`src/rtl/atd_pkg.sv`:
```
`timescale 1ns / 1ps
package atd_pkg;
   localparam int FracBits   = 16;
   localparam int ElemWidth  = 32;
   localparam int SqWidth    = 2 * ElemWidth + 2;
   localparam int RootWidth  = ElemWidth + 1;
   localparam int CordicW    = 34;
   localparam int CordicN    = 30;
   localparam int AngW       = 19;
   localparam logic signed [CordicW-1:0] PiQ30 = 34'sd3373259426;

   function automatic logic signed [CordicW-1:0] atan_q30(input logic [4:0] idx);
      logic signed [CordicW-1:0] r;
      unique case (idx)
         5'd0: r = 34'sd843314857;
         5'd1: r = 34'sd497837829;
         5'd2: r = 34'sd263043837;
         5'd3: r = 34'sd133525159;
         5'd4: r = 34'sd67021687;
         5'd5: r = 34'sd33543516;
         5'd6: r = 34'sd16775851;
         5'd7: r = 34'sd8388437;
         5'd8: r = 34'sd4194283;
         5'd9: r = 34'sd2097149;
         default: r = (idx < 5'd30) ? (34'sd1 <<< (5'd30 - idx)) : 34'sd0;
      endcase
      return r;
   endfunction

   typedef enum logic [8:0] {
      ST_IDLE  = 9'b000000001,
      ST_SQ    = 9'b000000010,
      ST_ROOT  = 9'b000000100,
      ST_NORM  = 9'b000001000,
      ST_CSQ   = 9'b000010000,
      ST_CROOT = 9'b000100000,
      ST_CORD  = 9'b001000000,
      ST_DONE  = 9'b010000000,
      ST_OUT   = 9'b100000000
   } state_type;

   typedef struct packed {
      logic       load_col;
      logic       start_t;
      logic       sq_step;
      logic       root_init;
      logic       root_step;
      logic       norm_init;
      logic       norm_step;
      logic       csq;
      logic       croot_init;
      logic       cord_init;
      logic       cord_step;
      logic       cord_store;
      logic [1:0] sel;
   } cmd_type;

   typedef struct packed {
      logic col3;
      logic bottom_zero;
      logic root_done;
      logic col_done;
      logic norm_done;
      logic cord_done;
      logic gimbal;
   } stat_type;
endpackage

```
`src/rtl/atd_control.sv`:
```
`timescale 1ns / 1ps
module atd_control (
   input  logic               clock,
   input  logic               reset,
   input  logic               req_valid,
   output logic               req_ready,
   output logic               rsp_valid,
   input  logic               rsp_ready,
   output logic               ok,
   output atd_pkg::cmd_type   cmd,
   input  atd_pkg::stat_type  stat
);
   atd_pkg::state_type state_ff, state_in;
   logic [1:0] sel_ff, sel_in;
   logic [1:0] cnt_ff, cnt_in;
   logic       ok_ff, ok_in;
   logic       acc;

   assign req_ready = (state_ff == atd_pkg::ST_IDLE);
   assign rsp_valid = (state_ff == atd_pkg::ST_OUT);
   assign ok = ok_ff;
   assign acc = req_valid && req_ready;

   always_comb begin
      state_in = state_ff;
      sel_in = sel_ff;
      cnt_in = cnt_ff;
      ok_in = ok_ff;
      cmd = '0;
      cmd.sel = sel_ff;
      unique case (state_ff)
         atd_pkg::ST_IDLE: begin
            if (acc) begin
               cmd.load_col = 1'b1;
               if (stat.col3) begin
                  ok_in = !stat.bottom_zero;
                  cmd.start_t = 1'b1;
                  cnt_in = 2'd0;
                  state_in = stat.bottom_zero ? atd_pkg::ST_OUT : atd_pkg::ST_SQ;
               end
            end
         end
         atd_pkg::ST_SQ: begin
            // three squares, then load the root once the sum is complete
            if (cnt_ff == 2'd3) begin
               cmd.root_init = 1'b1;
               cnt_in = 2'd0;
               state_in = atd_pkg::ST_ROOT;
            end else begin
               cmd.sq_step = 1'b1;
               cnt_in = cnt_ff + 2'd1;
            end
         end
         atd_pkg::ST_ROOT: begin
            cmd.root_step = 1'b1;
            if (stat.root_done) begin
               cmd.root_step = 1'b0;
               cmd.norm_init = 1'b1;
               state_in = atd_pkg::ST_NORM;
            end
         end
         atd_pkg::ST_NORM: begin
            // after each column, go back for the next column's length
            cmd.norm_step = 1'b1;
            if (stat.norm_done) state_in = atd_pkg::ST_CSQ;
            else if (stat.col_done) state_in = atd_pkg::ST_SQ;
         end
         atd_pkg::ST_CSQ: begin
            cmd.csq = 1'b1;
            sel_in = 2'd0;
            state_in = atd_pkg::ST_CROOT;
         end
         atd_pkg::ST_CROOT: begin
            cmd.root_step = 1'b1;
            if (stat.root_done) begin
               cmd.root_step = 1'b0;
               cmd.cord_init = 1'b1;
               state_in = atd_pkg::ST_CORD;
            end
         end
         atd_pkg::ST_CORD: begin
            cmd.cord_step = 1'b1;
            if (stat.cord_done) begin
               cmd.cord_step = 1'b0;
               state_in = atd_pkg::ST_DONE;
            end
         end
         atd_pkg::ST_DONE: begin
            cmd.cord_store = 1'b1;
            if (sel_ff == 2'd2) state_in = atd_pkg::ST_OUT;
            else begin
               sel_in = sel_ff + 2'd1;
               state_in = atd_pkg::ST_CROOT;
            end
         end
         atd_pkg::ST_OUT: begin
            if (rsp_ready) state_in = atd_pkg::ST_IDLE;
         end
         default: state_in = atd_pkg::ST_IDLE;
      endcase
   end

   always_ff @(posedge clock) begin
      if (reset) begin
         state_ff <= atd_pkg::ST_IDLE;
         sel_ff <= 2'd0;
         cnt_ff <= 2'd0;
         ok_ff <= 1'b0;
      end else begin
         state_ff <= state_in;
         sel_ff <= sel_in;
         cnt_ff <= cnt_in;
         ok_ff <= ok_in;
      end
   end

   a_onehot: assert property (@(posedge clock) disable iff (reset) $onehot(state_ff))
      else $error("state not one-hot");
   a_ready: assert property (@(posedge clock) disable iff (reset)
      rsp_valid |-> !req_ready) else $error("ready while result pending");
   a_hold: assert property (@(posedge clock) disable iff (reset)
      rsp_valid && !rsp_ready |=> rsp_valid) else $error("result dropped");
endmodule

```
`config.mk`:
```
export PLATFORM = sky130hd
export DESIGN_NAME = atd_control
export DESIGN_NICKNAME = d
export VERILOG_FILES = /design/src/rtl/atd_pkg.sv /design/src/rtl/atd_control.sv
export SDC_FILE = /design/constraint.sdc
export NUM_CORES = 1
export LEC_CHECK = 0
export BUFFER_PORTS_ARGS = -buffer_cell sky130_fd_sc_hd__buf_4
export CAP_MARGIN = 30
export CORE_AREA = 2 2 50 52
export CTS_CLUSTER_SIZE = 16
export DETAILED_ROUTE_END_ITERATION = 16
export DIE_AREA = 0 0 52 54
export PLACE_DENSITY_LB_ADDON = 0.15
export SLEW_MARGIN = 10
export SYNTH_ARGS = -nofsm -noshare
export SYNTH_HDL_FRONTEND = slang
export SYNTH_SLANG_ARGS = --single-unit
```
`constraint.sdc`:
```
create_clock -name clock -period 2.34 [get_ports clock]
set_input_delay 0.468 -clock clock [delete_from_list [all_inputs] [get_ports clock]]
set_output_delay 0.468 -clock clock [all_outputs]
set_load 0.02 [all_outputs]
```
==> impl_metrics.csv <==
group,metric,value,unit
route,antenna_left,0,
synthesis,synth_edf_count,0,
floorplan,die_y,54,um
critical_path,reg2reg_slack,500,ps
route,detail_route.wirelength,2680,um
placed_design,place.detailed.hpwl,2040,um
cts,clock_buffers_created_by_tritoncts,3,
global_route,grt_first_pass_wirelength,4440,um
cts,cts_htree_levels,1,
sta,fin_crit_sh,0.975,
cts,cts.hold.buffers_added,0,
floorplan,ios,28,
cts,clkLatencyLatePin,280,ps
floorplan,num_rows,18,
sta,timing.clock.skew,1.86,ps
floorplan,die_width,52,um
run,drv.max_cap_violation_count,0,
synthesis,postSynth.asyncResetShare,0,
floorplan,core_area,0.00232,mm2
synthesis,synth.top_cell.area_share,0.259,
global_route,grt_start_max_net_pins,14,
global_route,first_global_vias,961,
sta,rsz_0062_raised_after_global_routing,"true",
hold_path,hold_depth,2,
route,avgRoutedWirePerCell,14.3,um
layout,area_delta_synth_final,25.1,%
layout,num_antenna_cells,0,
layout,fill_cells,232,
hold_path,holdCritPathClass,"input pin to register",
synthesis,synth_sequential_area_ratio,0.259,
synthesis,syn_avg_cell_area,8.40,um2
floorplan,design.die.area,0.00281,mm2
critical_path,crit_required,1870,ps
placed_design,numPlacedInstances,180,
cts,clkSinkCount,14,
route,detailedRoute.firstIterationViolations,21,
floorplan,initial_utilization,0.467,
synthesis,ys_types,48,
layout,layout.cells.non_filler,187,
status,status,"finished, final reports clean",
synthesis,yosys-top-cells-area,"dfxtp_1, nor2_1, nor4_4",
critical_path,r2r.worst_path.cells,5,
synthesis,synth.cell_area,0.00108,mm2
layout,layout.core_utilization,0.584,
critical_path,worst-path-max-fanout,5,
sta,hold_viol,0,
route,post_detailed_route_drc_marker_count,0,
critical_path,crit_arrival,1810,ps
cts,cts.path.max_buffers,2,
placed_design,io_buffer_count,25,
global_route,number_of_antenna_violations_at_the_first_check_in_global_routing,0,
cts,clock_tree_from_tritoncts,"yes",
synthesis,synth.yosys.warnings,0,
sta,period_needed,2280,ps
synthesis,netlist_top_cells_count,"nor2_1, dfxtp_1, nand2_1, a21oi_1",
synthesis,netlist_instances,129,
route,route.detailed.vias_per_inst,5.66,
cts,clock_tree.root_cell,"clkbuf_4",
sta,total_setup_violations_reported_at_the_end_of_the_flow,0,
global_route,globalRoute.totalOverflow,0,
synthesis,synth_area_leader_cell,"dfxtp_1",
pwr,total_leakage_power,0.559,nW
synthesis,syn-num-nets,142,
route,vias,1059,
route,dr.pass1.iters,4,
layout,layout-drive-gt1-share,0.363,
synthesis,synthMostInstantiatedCell,"nor2_1",
layout,num-nets-final,171,
critical_path,critPathLaunchType,"register",
sta,max_fclk,438,MHz
synthesis,synth-main-ff-cell,"dfxtp_1",
critical_path,endpoint_kind,"output pin",
synthesis,synth_seq_cells,14,
placed_design,finalWeightedCongestion,0.951,
cts,clk_pin_slew,90,ps
pwr,power.density,776,mW/mm2
global_route,grt_util_overall,0.214,
critical_path,timing_worst_setup_path_type,"register to output pin",
pwr,worst_ir_drop_vdd,0.447,mV
sta,fin_max_slew_vios,0,
layout make-up:
class	instances	area (um2)	share of cell area
multi-input cells	103	743	0.548
flip-flops and latches	14	283	0.209
repair buffers	32	240	0.177
well taps	30	37.5	0.0277
clock buffers	4	36.3	0.0268
inverters	4	15.0	0.0111
metrics by stage:
stage	setup TNS [ps]	hold slack (ps)	setup slack, ps	cell area (um2)	power (mW)
detailed placement	0	474	305	1270	0.815
finish	0	378	58.3	1360	1.05
global placement	0	460	317	1270	0.807
CTS	0	369	13.3	1310	1.00
global route	-0.793	377	-0.793	1360	1.12
floorplan	0	470	352	1080	0.679
what timing repair did:
action                     CTS  global route
cloned                       0             0
gates resized for setup      1             5
setup endpoints to repair    3             5
setup buffers                0             3
pin swaps                    1             2
worst paths after layout:
check | start | endpoint
worst max-delay path | state_ff[7]$_SDFFE_PP0P_ | cmd[12]
worst max register to register | state_ff[5]$_SDFFE_PP0P_ | sel_ff[1]$_SDFFE_PP0P_
worst min register to register | sel_ff[1]$_SDFFE_PP0P_ | sel_ff[1]$_SDFFE_PP0P_
worst min-delay path | stat[5] | ok$_SDFFE_PP0P_
power by group:
| group | switching, mW | leakage, nW | internal, mW |
|---|---|---|---|
| clock network | 0.0838 | 0.0210 | 0.0947 |
| logic | 0.312 | 0.423 | 0.247 |
| registers | 0.0488 | 0.115 | 0.264 |
| total | 0.445 | 0.559 | 0.607 |
critical path, cell delays in order, from the launching register on:
cell	delay [ps]
dfxtp_1	360
or4_4	610
nor4_4	360
buf_4	200
metal layers:
layer	global-route usage	share of wire	vias to the layer above	wire (um)
li1	-	-	526	-
met1	0.282	0.44	511	1180
met2	0.354	0.51	20	1370
met3	0.0278	0.043	2	115
met4	0.0833	0.0060	0	16
met5	0	0	-	0
state kept, by name, summed over array words and instances (netlist names):
register,count
sel_ff,2
ok,1
cnt_ff,2
state_ff,9
cells in the final DEF, fill, tap and decap left out, drive strengths merged, types with 2 or more instances in the layout:
cell	count
inv	4
or3	3
nand3	5
nor4b	2
nand2b	5
xor2	2
nor2	17
nor4	6
buf	32
and2	2
and4	2
nor3	7
o21a	4
dfxtp	14
nor3b	3
clkbuf	4
ha	2
nand2	8
a211oi	2
or3b	2
a21oi	7
o21ai	5
o21bai	2
kinds of logic (layout without fill, tap and decap cells):
group           Yosys count  after routing  share of synthesized area
simple gates             66             66                      0.417
compound gates           31             31                      0.200
flops                    14             14                      0.259
buf+inv                  12             40                     0.0727
fa+ha+maj                 2              2                     0.0231
xor+xnor                  2              2                     0.0162
other cells               1              1                    0.00346
mux                       1              1                    0.00924
Power figures use the tool's default switching activity.
